### config.mk
export PLATFORM = sky130hd
export DESIGN_NAME = process_table_min_time_evict
export DESIGN_NICKNAME = d
export VERILOG_FILES = /design/src/rtl/ptmte_pkg.sv /design/src/rtl/process_table_min_time_evict.sv /design/src/rtl/ptmte_cell.sv
export SDC_FILE = /design/constraint.sdc
export NUM_CORES = 2
export LEC_CHECK = 0
export BUFFER_PORTS_ARGS = -buffer_cell sky130_fd_sc_hd__buf_2
export CAP_MARGIN = 25
export CORE_MARGIN = 2
export CORE_UTILIZATION = 55
export CTS_CLUSTER_DIAMETER = 50
export DETAILED_ROUTE_END_ITERATION = 7
export PLACE_DENSITY = 0.71
export SYNTH_ARGS = -nofsm -noshare
export SYNTH_HDL_FRONTEND = slang
export SYNTH_SLANG_ARGS = --single-unit
### constraint.sdc
create_clock -name i_clk -period 12.2 [get_ports i_clk]
set_input_delay 0.61 -clock i_clk [delete_from_list [all_inputs] [get_ports i_clk]]
set_output_delay 0.61 -clock i_clk [all_outputs]
set_load 0.02 [all_outputs]
### src/rtl/ptmte_pkg.sv
package ptmte_pkg;

    localparam int TABLE_ENTRIES_DEF = 16;

    localparam int CODE_W   = 16;
    localparam int TIME_W   = 32;
    localparam int SLOT_W   = 4;
    localparam int STATUS_W = 3;

    localparam logic [STATUS_W-1:0] ST_UPDATED  = 3'd0;
    localparam logic [STATUS_W-1:0] ST_INSERTED = 3'd1;
    localparam logic [STATUS_W-1:0] ST_REPLACED = 3'd2;
    localparam logic [STATUS_W-1:0] ST_DELETED  = 3'd3;
    localparam logic [STATUS_W-1:0] ST_NOTFOUND = 3'd4;
    localparam logic [STATUS_W-1:0] ST_ZEROCODE = 3'd5;

    // Search token that walks down the row of cells, one cell per cycle.
    typedef struct packed {
        logic              valid;
        logic [CODE_W-1:0] code;
        logic              match_hit;
        logic              free_hit;
        logic [TIME_W-1:0] min_time;
    } t_scan;

    // Write broadcast from the controller to every cell.
    typedef struct packed {
        logic              en;
        logic [CODE_W-1:0] code;
        logic [TIME_W-1:0] run_time;
    } t_wr;

endpackage

### src/rtl/process_table_min_time_evict.sv
// Process table with minimum-time replacement, built as a row of cells.
// A new transaction is taken only after the previous result is committed.
// The search token walks the cell row one cell per cycle, followed by the
// decide/write step; the commit waits while an untaken result is held.
// Reset (synchronous, active low) clears every slot to free with zero time.
module process_table_min_time_evict #(
    parameter int TABLE_ENTRIES = ptmte_pkg::TABLE_ENTRIES_DEF
) (
    input  logic                                i_clk,
    input  logic                                i_rst_n,
    input  logic                                i_in_valid,
    output logic                                o_in_ready,
    input  logic                                i_mode,
    input  logic [ptmte_pkg::CODE_W-1:0]        i_process_code,
    input  logic [ptmte_pkg::TIME_W-1:0]        i_run_time,
    output logic                                o_out_valid,
    input  logic                                i_out_ready,
    output logic [ptmte_pkg::SLOT_W-1:0]        o_slot,
    output logic [ptmte_pkg::STATUS_W-1:0]      o_status
);
    import ptmte_pkg::*;

    localparam int IDX_W = (TABLE_ENTRIES > 1) ? $clog2(TABLE_ENTRIES) : 1;

    // The controller moves through three phases: waiting for a request,
    // letting the search token run down the row, and committing the result.
    typedef enum logic [2:0] {
        S_IDLE = 3'b001,
        S_SCAN = 3'b010,
        S_DONE = 3'b100
    } t_state;

    t_state            r_state;
    t_state            n_state;

    logic              r_mode;
    logic [CODE_W-1:0] r_code;
    logic [TIME_W-1:0] r_time;

    logic              r_match_hit;
    logic              r_free_hit;
    logic [IDX_W-1:0]  r_match_idx;
    logic [IDX_W-1:0]  r_free_idx;
    logic [IDX_W-1:0]  r_min_idx;

    logic                r_out_valid;
    logic [SLOT_W-1:0]   r_slot;
    logic [STATUS_W-1:0] r_status;

    // Token chain: element k feeds cell k, element TABLE_ENTRIES is the tail.
    t_scan             w_tok       [TABLE_ENTRIES+1];
    logic [IDX_W-1:0]  w_match_idx [TABLE_ENTRIES+1];
    logic [IDX_W-1:0]  w_free_idx  [TABLE_ENTRIES+1];
    logic [IDX_W-1:0]  w_min_idx   [TABLE_ENTRIES+1];

    logic              w_accept;
    logic              w_commit;
    t_wr               w_wr;
    logic [IDX_W-1:0]  w_wr_idx;
    logic              w_wr_req;
    logic [IDX_W-1:0]  w_res_idx;
    logic [STATUS_W-1:0] w_res_status;

    // A new transaction is taken only when no search is in flight.
    assign o_in_ready = (r_state == S_IDLE);
    assign w_accept   = i_in_valid && o_in_ready;

    // The head token is launched straight from the input ports on accept.
    assign w_tok[0] = '{valid: w_accept, code: i_process_code, match_hit: 1'b0,
                        free_hit: 1'b0, min_time: '0};
    assign w_match_idx[0]     = '0;
    assign w_free_idx[0]      = '0;
    assign w_min_idx[0]       = '0;

    for (genvar g = 0; g < TABLE_ENTRIES; g++) begin : g_cell
        ptmte_cell #(
            .P_INDEX       (g),
            .IDX_W         (IDX_W)
        ) u_cell (
            .i_clk       (i_clk),
            .i_rst_n     (i_rst_n),
            .i_tok       (w_tok[g]),
            .i_match_idx (w_match_idx[g]),
            .i_free_idx  (w_free_idx[g]),
            .i_min_idx   (w_min_idx[g]),
            .o_tok       (w_tok[g+1]),
            .o_match_idx (w_match_idx[g+1]),
            .o_free_idx  (w_free_idx[g+1]),
            .o_min_idx   (w_min_idx[g+1]),
            .i_wr        (w_wr),
            .i_wr_idx    (w_wr_idx)
        );
    end

    // The result is committed once the output register is free, so a result
    // that is still waiting to be taken is never overwritten.
    assign w_commit = (r_state == S_DONE) && (!r_out_valid || i_out_ready);

    // Decide what the request does with the gathered search results. Deletes
    // clear both the code and the time; a rejected zero code touches nothing.
    always_comb begin
        w_wr_req     = 1'b0;
        w_wr_idx     = '0;
        w_wr.code    = r_code;
        w_wr.run_time = r_time;
        w_res_idx    = '0;
        w_res_status = ST_ZEROCODE;
        if (r_code == '0) begin
            w_res_status = ST_ZEROCODE;
        end else if (r_mode) begin
            if (r_match_hit) begin
                w_wr_req      = 1'b1;
                w_wr_idx      = r_match_idx;
                w_wr.code     = '0;
                w_wr.run_time = '0;
                w_res_idx     = r_match_idx;
                w_res_status  = ST_DELETED;
            end else begin
                w_res_status = ST_NOTFOUND;
            end
        end else if (r_match_hit) begin
            w_wr_req     = 1'b1;
            w_wr_idx     = r_match_idx;
            w_res_idx    = r_match_idx;
            w_res_status = ST_UPDATED;
        end else if (r_free_hit) begin
            w_wr_req     = 1'b1;
            w_wr_idx     = r_free_idx;
            w_res_idx    = r_free_idx;
            w_res_status = ST_INSERTED;
        end else begin
            w_wr_req     = 1'b1;
            w_wr_idx     = r_min_idx;
            w_res_idx    = r_min_idx;
            w_res_status = ST_REPLACED;
        end
        w_wr.en = w_wr_req && w_commit;
    end

    always_comb begin
        n_state = r_state;
        unique case (r_state)
            S_IDLE: begin
                if (w_accept) begin
                    n_state = S_SCAN;
                end
            end
            S_SCAN: begin
                if (w_tok[TABLE_ENTRIES].valid) begin
                    n_state = S_DONE;
                end
            end
            S_DONE: begin
                if (w_commit) begin
                    n_state = S_IDLE;
                end
            end
            default: begin
                n_state = S_IDLE;
            end
        endcase
    end

    always_ff @(posedge i_clk) begin
        if (!i_rst_n) begin
            r_state     <= S_IDLE;
            r_out_valid <= 1'b0;
        end else begin
            r_state <= n_state;
            if (w_commit) begin
                r_out_valid <= 1'b1;
            end else if (i_out_ready) begin
                r_out_valid <= 1'b0;
            end
        end
    end

    // Request and search results are held while the token runs and until
    // the commit; the output register holds the result until it is taken.
    always_ff @(posedge i_clk) begin
        if (w_accept) begin
            r_mode <= i_mode;
            r_code <= i_process_code;
            r_time <= i_run_time;
        end
        if ((r_state == S_SCAN) && w_tok[TABLE_ENTRIES].valid) begin
            r_match_hit <= w_tok[TABLE_ENTRIES].match_hit;
            r_free_hit  <= w_tok[TABLE_ENTRIES].free_hit;
            r_match_idx <= w_match_idx[TABLE_ENTRIES];
            r_free_idx  <= w_free_idx[TABLE_ENTRIES];
            r_min_idx   <= w_min_idx[TABLE_ENTRIES];
        end
        if (w_commit) begin
            r_slot   <= SLOT_W'(w_res_idx);
            r_status <= w_res_status;
        end
    end

    assign o_out_valid = r_out_valid;
    assign o_slot      = r_slot;
    assign o_status    = r_status;

`ifndef SYNTHESIS
    a_tail_only_in_scan: assert property (@(posedge i_clk) disable iff (!i_rst_n)
        w_tok[TABLE_ENTRIES].valid |-> (r_state == S_SCAN))
        else $error("search token left the row outside the scan phase");

    a_write_only_on_commit: assert property (@(posedge i_clk) disable iff (!i_rst_n)
        w_wr.en |-> ((r_state == S_DONE) && w_commit))
        else $error("table written outside a commit");

    a_commit_loads_output: assert property (@(posedge i_clk) disable iff (!i_rst_n)
        w_commit |=> (o_out_valid && (r_state == S_IDLE)))
        else $error("commit did not present a result");

    a_untouched_slot_zero: assert property (@(posedge i_clk) disable iff (!i_rst_n)
        (o_out_valid && ((o_status == ST_NOTFOUND) || (o_status == ST_ZEROCODE)))
            |-> (o_slot == '0))
        else $error("nonzero slot reported for an untouched table");
`endif

endmodule

### src/rtl/ptmte_cell.sv
module ptmte_cell #(
    parameter int P_INDEX       = 0,
    parameter int IDX_W         = 4
) (
    input  logic               i_clk,
    input  logic               i_rst_n,
    input  ptmte_pkg::t_scan   i_tok,
    input  logic [IDX_W-1:0]   i_match_idx,
    input  logic [IDX_W-1:0]   i_free_idx,
    input  logic [IDX_W-1:0]   i_min_idx,
    output ptmte_pkg::t_scan   o_tok,
    output logic [IDX_W-1:0]   o_match_idx,
    output logic [IDX_W-1:0]   o_free_idx,
    output logic [IDX_W-1:0]   o_min_idx,
    input  ptmte_pkg::t_wr     i_wr,
    input  logic [IDX_W-1:0]   i_wr_idx
);
    import ptmte_pkg::*;

    localparam logic [IDX_W-1:0] MY_IDX = IDX_W'(P_INDEX);

    logic [CODE_W-1:0] r_code;
    logic [TIME_W-1:0] r_time;
    t_scan             r_tok;
    logic [IDX_W-1:0]  r_match_idx;
    logic [IDX_W-1:0]  r_free_idx;
    logic [IDX_W-1:0]  r_min_idx;

    t_scan             n_tok;
    logic [IDX_W-1:0]  n_match_idx;
    logic [IDX_W-1:0]  n_free_idx;
    logic [IDX_W-1:0]  n_min_idx;

    // Fold this slot into the running match, free-slot and minimum results.
    always_comb begin
        n_tok       = i_tok;
        n_match_idx = i_match_idx;
        n_free_idx  = i_free_idx;
        n_min_idx   = i_min_idx;
        if (!i_tok.match_hit && (r_code == i_tok.code)) begin
            n_tok.match_hit = 1'b1;
            n_match_idx     = MY_IDX;
        end
        if (!i_tok.free_hit && (r_code == '0)) begin
            n_tok.free_hit = 1'b1;
            n_free_idx     = MY_IDX;
        end
        if ((P_INDEX == 0) || (r_time < i_tok.min_time)) begin
            n_tok.min_time = r_time;
            n_min_idx      = MY_IDX;
        end
    end

    always_ff @(posedge i_clk) begin
        r_tok.code      <= n_tok.code;
        r_tok.match_hit <= n_tok.match_hit;
        r_tok.free_hit  <= n_tok.free_hit;
        r_tok.min_time  <= n_tok.min_time;
        r_match_idx     <= n_match_idx;
        r_free_idx      <= n_free_idx;
        r_min_idx       <= n_min_idx;
        if (!i_rst_n) begin
            r_code      <= '0;
            r_time      <= '0;
            r_tok.valid <= 1'b0;
        end else begin
            if (i_wr.en && (i_wr_idx == MY_IDX)) begin
                r_code <= i_wr.code;
                r_time <= i_wr.run_time;
            end
            r_tok.valid <= n_tok.valid;
        end
    end

    assign o_tok       = r_tok;
    assign o_match_idx = r_match_idx;
    assign o_free_idx  = r_free_idx;
    assign o_min_idx   = r_min_idx;

endmodule
# After elaboration in Yosys (flattened, before gate mapping)
# Index checks and enable logic that the tools add are counted.
# word_totals
reg_bits	1757
input_bits	53
out_inout_bits	9
wordCells	361
# op_classes
n_lt_le_gt_ge	15
n_eq_ne	37
muxes	40
reduce_logical	102
# op_table
op	count
$lt 32x32->1	15
$mux 32	14
$logic_not 16->1	17
$eq 16x16->1	16
$mux 48	3
$logic_and 1x1->1	50
$eq 4x4->1 const B	8
$logic_not 1->1	31
$mux 4	5
$eq 4x3->1 const B	4
$mux 3	5
$mux 1	10
$pmux 3 s3	1
$eq 4x2->1 const B	2
$eq 4x1->1 const B	1
$logic_not 4->1	1
$mux 2	2
$ne 2x1->1 const B	2
$eq 3x1->1 const B	1
$eq 3x2->1 const B	1
$eq 3x3->1 const B	1
$reduce_and 3->1	1
$ne 2x2->1 const B	1
$reduce_bool 2->1	1
$logic_or 1x1->1	1

# Logic depth before layout (Yosys ltp)
# depth
word_depth	6
depth_mapped	11
mapped_depth_nobuf	9

# By module
# A second synthesis with hierarchy kept.
# unflattened
hier_cells	7393
area_unflattened_um2	74370.1
# by_module_without_submodules
mod	n_inst	cells_per_inst	area_each_um2	seq_area_each_um2
ptmte_cell at g_cell[10].u_cell ...	5	460	4605.7	2222.1
ptmte_cell at g_cell[11].u_cell ...	2	460	4514.3	2222.1
ptmte_cell at g_cell[13].u_cell ...	2	461	4511.8	2222.1
ptmte_cell at g_cell[1].u_cell ...	2	460	4511.8	2222.1
ptmte_cell at g_cell[4].u_cell ...	2	460	4509.3	2222.1
ptmte_cell at g_cell[15].u_cell	1	460	4604.4	2222.1
ptmte_cell at g_cell[9].u_cell	1	458	4498.1	2222.1
ptmte_cell at g_cell[0].u_cell	1	314	3294.4	2142.1
process_table_min_time_evict	1	179	2850.2	2182.1

# Worst setup path after synthesis
# No wires, ideal clock.
# synth_timing
kind	input port to flip-flop
from	input port i_in_valid
to	register r_code[0] (enable)
setup_time_ns	0.581
arrival_ns	5.381
required_ns	11.619
setup_slack_ns	6.237
stages	1
n_path_buf	0
path_cell_list	nor4bb_1
# synth_via
elab_chain_len	1
# synth_rtl
item	line	text
start, declared	process_table_min_time_evict.sv:11	input logic i_in_valid,
$logic_and 1x1->1	process_table_min_time_evict.sv:66	assign w_accept = i_in_valid && o_in_ready;
end signal, assigned	process_table_min_time_evict.sv:183	r_code <= i_process_code;
end, declared	process_table_min_time_evict.sv:37	logic [CODE_W-1:0] r_code;
# No other way between the ends.
# A chain may end at the register's enable or synchronous reset.

# Final worst setup path
# layout_timing
from	register r_code[3]
to	register g_cell[11].u_cell.r_time[29]
# layout_via
elab_chain_len	4
word_cells_on_any_way	7
cone_classes	eq/ne (1); mux (3); reduce/logical (3)
# layout_rtl
item	line	text
$logic_not 16->1 *	process_table_min_time_evict.sv:108	if (r_code == '0) begin
$mux 4 or $mux 1 (tied branches)	process_table_min_time_evict.sv:108	
$eq 4x4->1 or $logic_and 1x1->1 (tied branches)	ptmte_cell.sv:67, process_table_min_time_evict.sv:137	
$logic_and 1x1->1	ptmte_cell.sv:67	if (i_wr.en && (i_wr_idx == MY_IDX)) begin
end signal, assigned	ptmte_cell.sv:69	r_time <= i_wr.run_time;
end, declared	ptmte_cell.sv:23	logic [TIME_W-1:0] r_time;
# Mark *: on every way between the ends. The rest lies on a longest branch, timed or not.

==> flow_summary_export.csv <==
group,metric,value,unit
grt,grt_util_all_layers,0.223,
sta,max_slew.worst_pin.slew,1.09,ns
synth,synth.yosys.seq_area_share,0.536,
detailed_routing,final_antenna_net_count,0,
setup_path,critPathSlowestCell,"and4_1",
synth,synthesis.yosys.warnings,0,
setup_path,max_stage_delay,0.69,ns
detailed_routing,via_per_inst,5.44,
floorplan,io_pins,62,
clock_network,cts_buffer_depth,3,
setup_path,cp_cell_sequence,"nor4_1, and4_1, o21a_2, buf_4, nand2_1, o21ai_0",
min_path,min_to,"g_cell[0].u_cell.o_tok[45]",
sta,setup-violations-final,0,
detailed_routing,drtIter0Drc,2875,
sta,period_share,0.317,
detailed_routing,dr_total_vias,44800,
setup_path,crit_type,"register to register",
cells_and_area,final_area,74700,sq um
setup_path,critPathBufInv,1,
clock_network,cts_tree,"built",
place,place.gp.congestion,0.858,
cells_and_area,layout-drive-gt1-share,0.136,
cells_and_area,finalNonFillerCells,8221,
synth,ys_seq_elements,1757,
run,drv_cap,0,
floorplan,die_h,353,um
place,hpwl,95900,um
place,portBuffers,61,
setup_path,r2r_start,"r_code[3]",
sta,clock_skew,0.0239,ns
setup_path,cp-start-kind,"register",
setup_path,crit_fanout,31,
synth,synth.distinct_cells,59,
cells_and_area,nNetsFinal,6987,
synth,synthCells,6499,
clock_network,cts_root_buffer,"clkbuf_16",
synth,synth_fp_nets,7017,
grt,grt_pass1_wl,228000,um
synth,synth_area_leaders,"dfxtp_1, ha_1, mux2_2",
setup_path,cp_top_family,"simple AND/OR/NAND/NOR gates",
grt,grt_start_max_net_pins,136,
clock_network,htree_levels,4,
setup_path,r2r_end,"g_cell[11].u_cell.r_time[29]",
place,placed_area,68300,sq um
sta,max-slew-margin-rel,0.275,
setup_path,crit_path_end_kind,"register",
floorplan,rows,127,
synth,ys.flop_type,"dfxtp_1",
clock_network,clk_pin_slew_worst_paths,0.06,ns
sta,rsz0062_at_grt,"false",
sta,slew_violations,0,
clock_network,clock_latency,0.78,ns
min_path,min_from,"i_process_code[11]",
synth,synth.most_common_cell,"dfxtp_1",
place,post-place-cells,7849,
clock_network,post_cts_resized,0,
sta,min_period,3.86,ns
detailed_routing,wirelength,140000,um
detailed_routing,route.detailed.drc,0,
power_and_ir_drop,power_density,152,nW/um^2
floorplan,dieArea,124000,sq um
synth,syn_area,66900,sq um
clock_network,cts.sinks,1757,
synth,synthTopCellsByCount,"dfxtp_1, nand3_1, o21ai_0",
synth,avgSynthCellArea,10.3,sq um
outcome,status,"completed",
min_path,hold_path.class,"input port to register",
synth,synth_top_cell_by_area,"dfxtp_1",
detailed_routing,dr.pass1.iters,6,
floorplan,die_width,353,um
sta,tns,0,ns
power_and_ir_drop,ir_drop,0.162,mV
detailed_routing,avgRoutedWirePerCell,17.0,um
sta,worst_slack,8.34,ns
min_path,whs_path_depth,1,
setup_path,cp.required,12.86,ns
cells_and_area,area_delta_synth_final,11.7,%
sta,clock.fmax,259,MHz
place,dp_slack,8.28,ns
floorplan,core,120000,sq um
setup_path,r2r_cells,6,
sta,fin_hold_ws,0.0496,ns
setup_path,critPathArrivalTime,4.52,ns
floorplan,start_util,0.556,
sta,final_hold_viol_count,0,
clock_network,cts_made_buffers,175,
grt,antenna_found_initial,1,
grt,grt-ovfl-total,0,
synth,yosys.area.top_type_share,0.505,
synth,async_flop_share,0,
synth,synth_edf_count,70,
setup_path,ff2ff_setup_slack,8.34,ns
power_and_ir_drop,p_leak,29.7,nW
grt,grt_pass1_vias,44000,
[registers in the layout, indices dropped and copies added, names as in the netlist, 16 cells and up]
register	flops
g_cell.u_cell.o_min_idx	49
g_cell.u_cell.r_time	512
g_cell.u_cell.r_code	256
g_cell.u_cell.o_tok	768
r_code	16
g_cell.u_cell.o_free_idx	49
r_time	32
g_cell.u_cell.o_match_idx	49
[routing by layer]
metal | track usage | routed length [um] | vias to the layer above
met4 | 0.0696 | 3400 | 0
li1 | - | - | 22600
met2 | 0.370 | 64900 | 796
met5 | 0 | 0 | -
met3 | 0.0340 | 5900 | 256
met1 | 0.300 | 65900 | 21100
[report_power, final]
| group | leakage, nW | total, mW | switching, mW | internal [mW] |
|---|---|---|---|---|
| clock network | 2.84 | 5.28 | 2.23 | 3.05 |
| registers | 14.3 | 5.87 | 0.0392 | 5.83 |
| logic | 12.6 | 0.191 | 0.142 | 0.0486 |
[placed cells by master, fill, tap and decap left out, drive strengths merged, types with 4 or more instances in the layout]
cell | netlist | final
a21o | 42 | 42
dlygate4sd3 | 0 | 47
clkbuf | 177 | 263
and2 | 42 | 42
xor2 | 184 | 184
a21oi | 152 | 152
or4 | 16 | 16
o311a | 5 | 5
mux2 | 418 | 418
a221o | 6 | 6
a211oi | 27 | 27
buf | 180 | 103
nor3 | 43 | 43
a221oi | 17 | 17
o211ai | 9 | 9
nand2 | 185 | 185
dfxtp | 1687 | 1687
nor4 | 102 | 102
xnor2 | 72 | 72
and4 | 23 | 23
nand2b | 59 | 59
inv | 473 | 486
ha | 465 | 465
nor3b | 4 | 4
edfxtp | 70 | 70
a31oi | 18 | 18
nor2b | 37 | 37
o31a | 6 | 6
nor2 | 63 | 63
nand3 | 857 | 857
clkinv | 0 | 33
a211o | 12 | 12
nand4 | 109 | 109
or2 | 77 | 77
o21ai | 840 | 840
bufinv | 0 | 5
[through the flow]
step                utilization  total power [mW]
global placement          0.565              6.17
floorplan                     -              6.08
finish                    0.621              11.3
global route              0.621              11.7
detailed placement        0.568              6.17
CTS                       0.619              11.4
[repair_timing]
action,CTS,global route
hold buffers,47,0
setup buffers,0,0
endpoints found under the hold margin,47,0
[worst reg2reg max path, stage by stage (launching register included)]
cell and delay (ns):
edfxtp_1 0.38, nor4_1 0.41, and4_1 0.69, o21a_2 0.70
buf_4 0.51, nand2_1 0.62, o21ai_0 0.43
[final cells by class]
| type | instances | area, sq um |
|---|---|---|
| fill | 9572 | 45600 |
| antenna | 1 | 2.50 |
| tap | 1612 | 2020 |
| clock buffer | 263 | 5160 |
| clock inverter | 53 | 591 |
| multi-input combinational | 3912 | 27800 |
| sequential | 1757 | 35900 |
| inverter | 473 | 1780 |
| timing repair buffer | 150 | 1480 |
[how the worst max path moves through the flow]
| stage | depth (start not counted) | end | startpoint |
|---|---|---|---|
| after floorplan | 1 | r_code[0] | i_in_valid |
| after global placement | 6 | g_cell[0].u_cell.r_time[15] | i_rst_n |
| after detailed placement | 6 | g_cell[2].u_cell.r_time[10] | i_rst_n |
| after CTS | 7 | g_cell[2].u_cell.r_time[6] | r_code[3] |
| after global routing | 8 | g_cell[7].u_cell.r_time[13] | r_code[10] |
| final | 6 | g_cell[11].u_cell.r_time[29] | r_code[3] |
[cell families after synthesis]
group	count (synthesis)	synth area share
AND/OR/NAND/NOR	1626	0.128
buffers and inverters	830	0.0509
multiplexers	420	0.0707
AO/OA/AOI/OAI	1145	0.0937
flip-flops	1757	0.536
XOR/XNOR	256	0.0335
adder cells (fa/ha/maj)	465	0.0870
No activity file was read; power rests on OpenSTA's default activity.
